## config.mk

```make
export PLATFORM = sky130hd
export DESIGN_NAME = group_varint_delta_decoder
export DESIGN_NICKNAME = d
export VERILOG_FILES = /design/src/hdl/gvdd_pkg.sv /design/src/hdl/group_varint_delta_decoder.sv
export SDC_FILE = /design/constraint.sdc
export NUM_CORES = 1
export LEC_CHECK = 0
export CORE_ASPECT_RATIO = 0.5
export CORE_MARGIN = 2
export CORE_UTILIZATION = 30
export DETAILED_ROUTE_END_ITERATION = 8
export DONT_BUFFER_PORTS = 1
export SYNTH_ARGS = -nofsm -noshare
export SYNTH_HDL_FRONTEND = slang
export SYNTH_SLANG_ARGS = --single-unit
export TNS_END_PERCENT = 100
```

## constraint.sdc

```tcl
create_clock -name i_clk -period 6.57 [get_ports i_clk]
set_input_delay 0.3285 -clock i_clk [delete_from_list [all_inputs] [get_ports i_clk]]
set_output_delay 0.3285 -clock i_clk [all_outputs]
set_load 0.02 [all_outputs]
```

## src/hdl/gvdd_pkg.sv

```systemverilog
package gvdd_pkg;

    localparam int unsigned BYTE_W  = 8;
    localparam int unsigned VALUE_W = 32;
    localparam int unsigned POS_W   = 4;
    localparam int unsigned CTRL_N  = 4;

    localparam logic [POS_W-1:0] LAST_POS = 4'hf;

    // index of the last control byte per mode
    localparam logic [1:0] CTRL_LAST_SHORT = 2'd1;
    localparam logic [1:0] CTRL_LAST_WIDE  = 2'd3;

    localparam logic [BYTE_W-1:0] MODE_BYTE_PREFIX = 8'h00;
    localparam logic [BYTE_W-1:0] MODE_BYTE_SHORT  = 8'h01;

    typedef enum logic [1:0] {
        PH_MODE = 2'd0,
        PH_CTRL = 2'd1,
        PH_DATA = 2'd2
    } t_phase;

    typedef enum logic [1:0] {
        MODE_PREFIX = 2'd0,
        MODE_SHORT  = 2'd1,
        MODE_WIDE   = 2'd2
    } t_mode;

    // item between the parse stage and the base-add stage
    typedef struct packed {
        logic               clr;
        logic               last;
        logic [POS_W-1:0]   pos;
        logic [VALUE_W-1:0] sum;
    } t_mid_item;

endpackage

```

## src/hdl/group_varint_delta_decoder.sv

```systemverilog
// Channel | Direction | Handshake           | Payload
// input   | in        | i_valid / o_ready   | i_in_byte, i_stream_start
// result  | out       | o_valid / i_ready   | o_value, o_position_in_block, o_block_end
//
// One compressed byte accepted per cycle, with no bubbles, while o_ready is high.
// A byte that completes a delta is registered in the parse/sum (middle) stage,
// then passes the base add into the output register that drives o_valid.
// Reset (i_rst_n low, synchronous) returns to waiting for a mode byte, base zero.
// o_ready drops only while both the middle stage and the output register are
// full and i_ready is low.
module group_varint_delta_decoder (
    input  logic                          i_clk,
    input  logic                          i_rst_n,
    input  logic                          i_valid,
    output logic                          o_ready,
    input  logic [gvdd_pkg::BYTE_W-1:0]   i_in_byte,
    input  logic                          i_stream_start,
    output logic                          o_valid,
    input  logic                          i_ready,
    output logic [gvdd_pkg::VALUE_W-1:0]  o_value,
    output logic [gvdd_pkg::POS_W-1:0]    o_position_in_block,
    output logic                          o_block_end
);
    import gvdd_pkg::*;

    // parse state
    t_phase             r_phase, n_phase;
    t_mode              r_mode, n_mode;
    logic [1:0]         r_ctrl_cnt, n_ctrl_cnt;
    logic [POS_W-1:0]   r_vidx, n_vidx;
    logic [1:0]         r_bidx, n_bidx;
    logic [VALUE_W-1:0] r_acc, n_acc;
    logic [VALUE_W-1:0] r_sum, n_sum;
    logic [BYTE_W-1:0]  r_ctrl [CTRL_N];

    // middle and output stages
    logic               r_mid_valid;
    t_mid_item          r_mid, n_mid;
    logic               r_out_valid;
    logic [VALUE_W-1:0] r_out_value;
    logic [POS_W-1:0]   r_out_pos;
    logic               r_out_last;
    logic [VALUE_W-1:0] r_base;

    logic               w_accept;
    logic               w_mid_load;
    logic               w_mid_move;
    logic               w_out_free;
    logic               w_ctrl_we;
    logic               w_start;
    t_mode              w_new_mode;
    logic [1:0]         w_ctrl_sel;
    logic [BYTE_W-1:0]  w_ctrl_byte;
    logic [1:0]         w_field;
    logic [VALUE_W-1:0] w_acc_new;
    logic [VALUE_W-1:0] w_sum_new;
    logic               w_emit;
    logic [VALUE_W-1:0] w_result;

    assign w_out_free = !r_out_valid || i_ready;
    assign w_mid_move = r_mid_valid && (r_mid.clr || w_out_free);
    assign o_ready    = !r_mid_valid || w_mid_move;
    assign w_accept   = i_valid && o_ready;

    always_comb begin
        if (i_in_byte == MODE_BYTE_PREFIX) begin
            w_new_mode = MODE_PREFIX;
        end else if (i_in_byte == MODE_BYTE_SHORT) begin
            w_new_mode = MODE_SHORT;
        end else begin
            w_new_mode = MODE_WIDE;
        end
    end

    // delta length field for the current value
    assign w_ctrl_sel  = (r_mode == MODE_SHORT) ? {1'b0, r_vidx[3]} : r_vidx[3:2];
    assign w_ctrl_byte = r_ctrl[w_ctrl_sel];
    always_comb begin
        if (r_mode == MODE_SHORT) begin
            w_field = {1'b0, w_ctrl_byte[r_vidx[2:0]]};
        end else begin
            w_field = w_ctrl_byte[{r_vidx[1:0], 1'b0} +: 2];
        end
    end

    assign w_acc_new = r_acc | (VALUE_W'(i_in_byte) << {r_bidx, 3'b000});

    always_comb begin
        w_sum_new = r_sum + w_acc_new;
        if (r_mode == MODE_SHORT) begin
            w_sum_new[VALUE_W-1:16] = '0;
        end
    end

    always_comb begin
        n_phase    = r_phase;
        n_mode     = r_mode;
        n_ctrl_cnt = r_ctrl_cnt;
        n_vidx     = r_vidx;
        n_bidx     = r_bidx;
        n_acc      = r_acc;
        n_sum      = r_sum;
        w_ctrl_we  = 1'b0;
        w_start    = 1'b0;
        w_emit     = 1'b0;
        w_mid_load = 1'b0;
        n_mid.clr  = 1'b0;
        n_mid.last = (r_vidx == LAST_POS);
        n_mid.pos  = r_vidx;
        n_mid.sum  = w_sum_new;
        if (w_accept) begin
            if (i_stream_start) begin
                w_start    = 1'b1;
                w_mid_load = 1'b1;
                n_mid.clr  = 1'b1;
            end else begin
                case (r_phase)
                    PH_CTRL: begin
                        w_ctrl_we = 1'b1;
                        if ((r_mode == MODE_SHORT && r_ctrl_cnt == CTRL_LAST_SHORT) ||
                            (r_mode != MODE_SHORT && r_ctrl_cnt == CTRL_LAST_WIDE)) begin
                            n_phase    = PH_DATA;
                            n_ctrl_cnt = '0;
                        end else begin
                            n_ctrl_cnt = r_ctrl_cnt + 2'd1;
                        end
                    end
                    PH_DATA: begin
                        if (r_mode == MODE_PREFIX) begin
                            n_mid.sum = VALUE_W'(i_in_byte);
                            w_emit    = 1'b1;
                        end else if (r_bidx < w_field) begin
                            n_acc  = w_acc_new;
                            n_bidx = r_bidx + 2'd1;
                        end else begin
                            n_sum  = w_sum_new;
                            n_acc  = '0;
                            n_bidx = '0;
                            w_emit = 1'b1;
                        end
                    end
                    default: begin
                        w_start = 1'b1;
                    end
                endcase
            end
        end
        if (w_emit) begin
            w_mid_load = 1'b1;
            if (r_vidx == LAST_POS) begin
                n_phase = PH_MODE;
                n_vidx  = '0;
                n_sum   = '0;
            end else begin
                n_vidx = r_vidx + 4'd1;
            end
        end
        if (w_start) begin
            n_mode     = w_new_mode;
            n_phase    = (w_new_mode == MODE_PREFIX) ? PH_DATA : PH_CTRL;
            n_ctrl_cnt = '0;
            n_vidx     = '0;
            n_bidx     = '0;
            n_acc      = '0;
            n_sum      = '0;
        end
    end

    always_ff @(posedge i_clk) begin
        if (!i_rst_n) begin
            r_phase    <= PH_MODE;
            r_mode     <= MODE_PREFIX;
            r_ctrl_cnt <= '0;
            r_vidx     <= '0;
            r_bidx     <= '0;
            r_acc      <= '0;
            r_sum      <= '0;
        end else begin
            r_phase    <= n_phase;
            r_mode     <= n_mode;
            r_ctrl_cnt <= n_ctrl_cnt;
            r_vidx     <= n_vidx;
            r_bidx     <= n_bidx;
            r_acc      <= n_acc;
            r_sum      <= n_sum;
        end
    end

    always_ff @(posedge i_clk) begin
        if (w_ctrl_we) begin
            r_ctrl[r_ctrl_cnt] <= i_in_byte;
        end
    end

    // middle stage
    always_ff @(posedge i_clk) begin
        if (!i_rst_n) begin
            r_mid_valid <= 1'b0;
        end else if (w_mid_load) begin
            r_mid_valid <= 1'b1;
        end else if (w_mid_move) begin
            r_mid_valid <= 1'b0;
        end
    end

    always_ff @(posedge i_clk) begin
        if (w_mid_load) begin
            r_mid <= n_mid;
        end
    end

    assign w_result = r_base + r_mid.sum;

    // base add and output register; stream start clears base in order
    always_ff @(posedge i_clk) begin
        if (!i_rst_n) begin
            r_out_valid <= 1'b0;
            r_base      <= '0;
        end else begin
            if (w_mid_move && !r_mid.clr) begin
                r_out_valid <= 1'b1;
            end else if (i_ready) begin
                r_out_valid <= 1'b0;
            end
            if (w_mid_move && r_mid.clr) begin
                r_base <= '0;
            end else if (w_mid_move && r_mid.last) begin
                r_base <= w_result;
            end
        end
    end

    always_ff @(posedge i_clk) begin
        if (w_mid_move && !r_mid.clr) begin
            r_out_value <= w_result;
            r_out_pos   <= r_mid.pos;
            r_out_last  <= r_mid.last;
        end
    end

    assign o_valid             = r_out_valid;
    assign o_value             = r_out_value;
    assign o_position_in_block = r_out_pos;
    assign o_block_end         = r_out_last;

endmodule

```

* Yosys cells after proc, flatten, opt, wreduce, memory -nomap -nowiden
Memory sizes are Yosys's and may differ from the RTL's. Index checks and enable logic that the tools add are counted.
Word-level totals: ROM bits 0, memories kept 1, RAM bits 32, output and inout port bits 39, flip-flop bits (word level) 185, bits in latches 0
Memories:
- r_ctrl | words 4, width 8, rd ports 1, clocked after Yosys merged registers in 0, write ports 1, RTL line group_varint_delta_decoder.sv:34 | logic [BYTE_W-1:0] r_ctrl [CTRL_N];
Operators by class: divide/modulo/power cells 0, $add $sub $neg 5, bitwise gates (word level) 4, reduce and logical (&&, ||, !) cells 24, shifts and indexed selects 2, $lt $le $gt $ge 2, mux-type cells 50, equality and inequality tests 8, $mul 0
Operator list (number):
- 32-bit two-way mux | 12
- 32-bit adder | 2
- 32-bit bitwise OR | 1
- 8-bit by 5-bit << shifter with 32-bit output | 1
- 2-bit two-way mux | 14
- 1-bit two-way mux | 21
- 16-bit two-way mux | 1
- 8-bit by 1-bit == test with 1-bit output, second input constant | 1
- 8-bit zero test | 1
- 8-bit by 4-bit variable part select with 2-bit output | 1
- 1-bit logical AND | 7
- 2-bit by 1-bit == test with 1-bit output, second input constant | 3
- 2-bit OR reduction | 3
- 2-bit by 1-bit adder with 2-bit output, second input constant | 2
- 4-bit by 1-bit adder with 4-bit output, second input constant | 1
- 2-bit == test, second input constant | 2
- 4-bit == test, second input constant | 1
- 2-bit zero test | 2
- 1-bit logical OR | 4
- 3-bit by 4-bit less-than comparator with 1-bit output, second input constant | 1
- 4-bit two-way mux | 1
- 4-bit AND reduction | 1
- 2-bit nonzero test | 2
- 1-bit binary-select mux with 3-bit select | 1
- 5 further kinds | 9

* Longest topological paths before layout
An unclocked memory read counts as a cell.
depth after elaboration 14, mapped depth 17, mapped depth without buffers 14

* Worst setup path before layout
Ideal clock, no wire load.
path type register to register, start point reg r_vidx[2], end point reg r_mid[0] (netlist bit), enable pin, setup slack 2.904 ns, stages on the path, launching flop included 14, arrival time 3.287 ns, setup time 0.379 ns, path buffers 3, required time 6.191 ns, period minus slack after synthesis 3.666 ns, cells stage by stage dfxtp_1 buf_2 buf_2 buf_2 mux2i_1 nand2_1 o211ai_1 o21ai_0 mux4_2 nand2_1 ha_1 nor3_1 a311oi_2 or2_2
On the way: cells in the longest elaborated chain, start to end 12, elaborated cells between the ends (all ways) 13, those cells by class order compare (1); shift (1); mux (10); memory (1)
Ends and longest elaborated chain:
- start: declaration | RTL line group_varint_delta_decoder.sv:30 | logic [POS_W-1:0] r_vidx, n_vidx;
- start signal: assignment | RTL line group_varint_delta_decoder.sv:182 | r_vidx <= n_vidx;
- 2-bit two-way mux | RTL line group_varint_delta_decoder.sv:76 | assign w_ctrl_sel = (r_mode == MODE_SHORT) ? {1'b0, r_vidx[3]} : r_vidx[3:2];
- memory 4 x 8 bit
- 1-bit binary-select mux with 3-bit select | RTL line group_varint_delta_decoder.sv:80 | w_field = {1'b0, w_ctrl_byte[r_vidx[2:0]]};
- 1-bit two-way mux (not written as such) | RTL line group_varint_delta_decoder.sv:80
- 2-bit two-way mux (*) | RTL line group_varint_delta_decoder.sv:79 | if (r_mode == MODE_SHORT) begin
- 2-bit less-than comparator (*) | RTL line group_varint_delta_decoder.sv:132 | end else if (r_bidx < w_field) begin
- 1-bit two-way mux (*) | RTL line group_varint_delta_decoder.sv:132
- 1-bit two-way mux (*) | RTL line group_varint_delta_decoder.sv:129 | if (r_mode == MODE_PREFIX) begin
- 1-bit two-way mux (*) | RTL line group_varint_delta_decoder.sv:117 | case (r_phase)
- 1-bit two-way mux (*) | RTL line group_varint_delta_decoder.sv:112 | if (i_stream_start) begin
- 1-bit two-way mux (*) | RTL line group_varint_delta_decoder.sv:111 | if (w_accept) begin
- 1-bit two-way mux (*) | RTL line group_varint_delta_decoder.sv:148 | if (w_emit) begin
- via w_mid_load | RTL line group_varint_delta_decoder.sv:46 | logic w_mid_load;
- end signal: assignment | RTL line group_varint_delta_decoder.sv:208 | r_mid <= n_mid;
- end: declaration | RTL line group_varint_delta_decoder.sv:38 | t_mid_item r_mid, n_mid;
The timed path passes the listed nets; every way through them passes the cells marked *. The select of a mux whose other input is x is not followed. A chain may end at the register's enable or synchronous reset.

* Worst setup path after layout
start point reg r_mode[1], end point reg r_mid[3] (netlist bit), enable pin
On the way: cells in the longest elaborated chain, start to end 13, elaborated cells between the ends (all ways) 15, those cells by class order compare (1); eq/ne (1); shift (1); mux (10); reduce/logical (1); memory (1)
Ends and longest elaborated chain:
- start: declaration | RTL line group_varint_delta_decoder.sv:28 | t_mode r_mode, n_mode;
- start signal: assignment | RTL line group_varint_delta_decoder.sv:180 | r_mode <= n_mode;
- 2-bit by 1-bit == test with 1-bit output | RTL line group_varint_delta_decoder.sv:76, group_varint_delta_decoder.sv:79
- 2-bit two-way mux | RTL line group_varint_delta_decoder.sv:76
- memory 4 x 8 bit
- 1-bit binary-select mux with 3-bit select | RTL line group_varint_delta_decoder.sv:80
- 1-bit two-way mux (not written as such) | RTL line group_varint_delta_decoder.sv:80
- 2-bit two-way mux | RTL line group_varint_delta_decoder.sv:79
- 2-bit less-than comparator | RTL line group_varint_delta_decoder.sv:132
- 1-bit two-way mux | RTL line group_varint_delta_decoder.sv:132
- 1-bit two-way mux (*) | RTL line group_varint_delta_decoder.sv:129
- 1-bit two-way mux (*) | RTL line group_varint_delta_decoder.sv:117
- 1-bit two-way mux (*) | RTL line group_varint_delta_decoder.sv:112
- 1-bit two-way mux (*) | RTL line group_varint_delta_decoder.sv:111
- 1-bit two-way mux (*) | RTL line group_varint_delta_decoder.sv:148
- via w_mid_load | RTL line group_varint_delta_decoder.sv:46
Marks and branches as above.

==> Flow_metrics.wiki <==
{| class="wikitable"
! Metric !! Value
|-
| Cell chain of the critical path || nand2b_1 -> nand2_1 -> a311o_1 -> mux4_2 -> nand2_1 -> ha_1 -> nor3_1 -> a311oi_2 -> or2_2
|-
| Share of the cycle needed by the critical path after routing || 67.5%
|-
| Remaining Overflow, GRT || 0
|-
| Fraction of final layout cells with drive strength greater than 1 || 5.64%
|-
| Worst Tran Pin Value || approximately 1.1 ns
|-
| Initial detailed-routing violation count || ~530
|-
| Slowest-stage cell, CP || or2_2
|-
| Number of antenna violations at the first check in global routing || 2
|-
| Vias per std cell || about 5
|-
| Instance count along the most critical hold path || 2
|-
| Final number of hold-violating endpoints || 0
|-
| Antenna-violating nets left || 0
|-
| Net count of the finished layout || 1273
|-
| Post-synthesis cell type count || 65
|-
| Min cycle time layout || between 4 and 5 ns
|-
| Fraction of registers with async set/reset || 0%
|-
| Leakage Power || 0.00508 uW
|-
| Mapped cell area || 11500 um2
|-
| Post-CTS Setup Bufs || 0
|-
| Fill cell total of the finished layout || 3839
|-
| Max-Slew Margin vs Limit || 27.3%
|-
| Setup violations, final || 0
|-
| Result of the run || finished clean
|-
| Number of buffers between clock root and the deepest sink || 3
|-
| Min-Delay Startpoint || i_in_byte[2]
|-
| Source of the worst register-to-register timing path || r_mode[1]
|-
| Clk sink count || 217
|-
| Tightest Hold Check Type || input port to flop
|-
| Unrepaired setup endpoints after global routing || no
|-
| Worst skew pair latency || about 0.52 ns
|-
| Critical Path Start Type || flop
|-
| Most area-consuming cells after synthesis || edfxtp_1 28%, dfxtp_1 19%, ha_1 7.8%
|-
| Leading cell types in the layout, fill and taps excluded || 144 x nand2_1, 135 x a21oi_1, 119 x nor2_1
|-
| Final weighted congestion of routability-driven global placement || about 0.87
|-
| Cell Rows || 50
|-
| All-layer global routing usage || between 10% and 20%
|-
| Data arrival time at the worst-slack endpoint || ~4.6 ns
|-
| Sequential-to-total area share from yosys stat || 47.3%
|-
| Crit-path max cell delay || 0.86 ns
|-
| Slew Viols, Final || 0
|-
| Post-Syn Nets || 1279
|-
| Top-area cell type share of the netlist area || between 20% and 30%
|-
| Total number of H-tree levels || 1
|-
| CTS clock-pin slew for the worst setup and hold paths || ~0.060 ns
|-
| Library cell with the largest summed area after synthesis || edfxtp_1
|-
| Area of the core region || 37500 um2
|-
| Maximum frequency from static timing analysis || 226 MHz
|-
| Hold endpoint || r_mid[2]
|-
| CTS tree || yes
|-
| Final cell count without fillers || 1699
|-
| Die Height || approximately 140 um
|-
| Vias in the first global route || 8126
|-
| Total Negative Setup Slacks || 0 ns
|-
| Post-synth EDFFs || 107
|-
| CTS root buf || clkbuf_16
|-
| Post-Route WL || between 20000 and 30000 um
|-
| End of the worst register-to-register path || r_mid[3]
|-
| Num CTS Buffers || 24
|-
| Most common cell after layout, fill and taps aside || nand2_1
|-
| Post-Synthesis Mean Instance Area || 9.60 um2
|-
| Worst reg2reg path depth || 9
|-
| IO Pins || 52
|-
| Sum of net half-perimeters after detailed placement || 18600 um
|-
| Global-route wire length before repair || approximately 45000 um
|-
| Count of vias placed by the detailed router || 8494
|-
| Critical path class || flop to flop
|-
| Slack of the worst reg-to-reg path || 2.14 ns
|-
| Cell class contributing the biggest share of worst-path delay || simple AND/OR/NAND/NOR gates
|-
| Maximum VDD drop || 0.000155 V
|-
| Primary FF master, synth || dfxtp_1
|-
| Area of the die || about 40000 um2
|-
| Largest net degree at the start of global routing || 56
|-
| Residual DRC || 0
|-
| CP Capture Type || flop
|-
| Post-cts repair resize count || 0
|-
| Gate count of the mapped netlist || approximately 1200
|-
| DR pass1 iterations || 5
|-
| Count of synthesis-stage warnings from yosys || 0
|-
| CP dominant cell by count || nand2_1
|-
| Worst Path Required || 6.71 ns
|-
| Placed cell areas || 11900 um2
|-
| Port buffer count || 0
|-
| Routed length per placed instance || 16.5 um
|-
| Diodes inserted || 0
|-
| Max-cap violation count || 0
|-
| Count of buffer and inverter cells on the critical path || 0
|-
| Effective utilization at floorplan || 30.5%
|-
| Placed cell count || 1645
|-
| Flip-flop and latch count after synthesis || 217
|-
| Area growth from synthesis to final layout || 12.4%
|-
| Pwr Density || 229 nW/um2
|-
| Die width || between 200 and 300 um
|-
| Quantity of hold-fixing buffers added after cts || 10
|-
| Skew final || between 0.01 and 0.015 ns
|-
| Final design area excluding fillers || 12900 um2
|-
| Critical-path maximum fanout || 39
|}
[stage by stage]
stage          power, uW  util, %  setup WS [ns]  hold slack, ns
6_report            2950     34.3           2.14          0.0212
5_1_grt             3040     34.3           1.83          0.0250
4_1_cts             2980     34.3           2.12         0.00454
3_5_place_dp        1570     31.8           2.15           0.411
3_3_place_gp        1570     31.8           2.19           0.414
2_1_floorplan       1550        -           2.90           0.400
[cell type report]
class                      count  area (um2)  area share (%)
clock buffer                  36         721            5.60
tap                          494         618            4.80
inverter                      30         113           0.875
timing repair buffer          19         168            1.30
clock inverter                 8         109           0.846
multi-input combinational    895        5730            44.5
sequential                   217        5420            42.1
[how the worst max path moves through the flow]
stage | start | to | slack [ns] | depth (start not counted)
after floorplan | r_vidx[2] | r_mid[0] | 2.90 | 13
after global placement | r_mode[1] | r_mid[5] | 2.19 | 9
after detailed placement | r_mode[1] | r_mid[1] | 2.15 | 9
after CTS | r_mode[1] | r_mid[7] | 2.12 | 9
after global routing | r_mode[1] | r_mid[7] | 1.83 | 9
final | r_mode[1] | r_mid[3] | 2.14 | 9
[Yosys cell counts (21+ instances only)]
library cell,count
a21o_1,53
a21oi_1,135
clkbuf_1,29
dfxtp_1,110
edfxtp_1,107
ha_1,71
inv_1,30
mux2i_1,24
nand2_1,144
nor2_1,119
nor2b_1,21
nor3_1,21
o21ai_0,41
xnor2_1,35
[where the power goes]
group / switching, uW / internal (uW) / leakage, uW
combinational: 71.7 / 34.8 / 0.00280
clock: 549 / 844 / 0.000408
sequential: 14.3 / 1440 / 0.00188
total: 635 / 2310 / 0.00508
[state kept, by name (all words and copies together), names as in the netlist]
register	cells
r_mid	38
o_value	32
r_acc	32
r_base	32
r_ctrl	32
r_sum	32
o_position_in_block	4
r_vidx	4
r_bidx	2
r_ctrl_cnt	2
r_mode	2
r_phase	2
o_block_end	1
o_valid	1
r_mid_valid	1
[metal layers]
layer  track usage (%)  vias to the layer above  wire length [um]
li1                  -                     4316                 -
met1              20.6                     3996             14300
met2              21.6                      143             11900
met3              1.99                       39              1250
met4              3.29                        0               500
met5                 0                        -                 0
[cells by family (layout without fill, tap and decap cells)]
group | count (synthesis) | count (layout) | share of synthesized area (%)
xor gates and xnor gates | 54 | 54 | 4.13
buffers and inverters | 81 | 93 | 2.84
muxes | 30 | 30 | 2.88
DFF | 217 | 217 | 47.3
and+or+nand+nor | 405 | 405 | 16.3
adders and majority gates | 73 | 73 | 8.11
AOI/OAI and AO/OA | 333 | 333 | 18.4
Note: power is estimated with default switching activity, not from simulation.
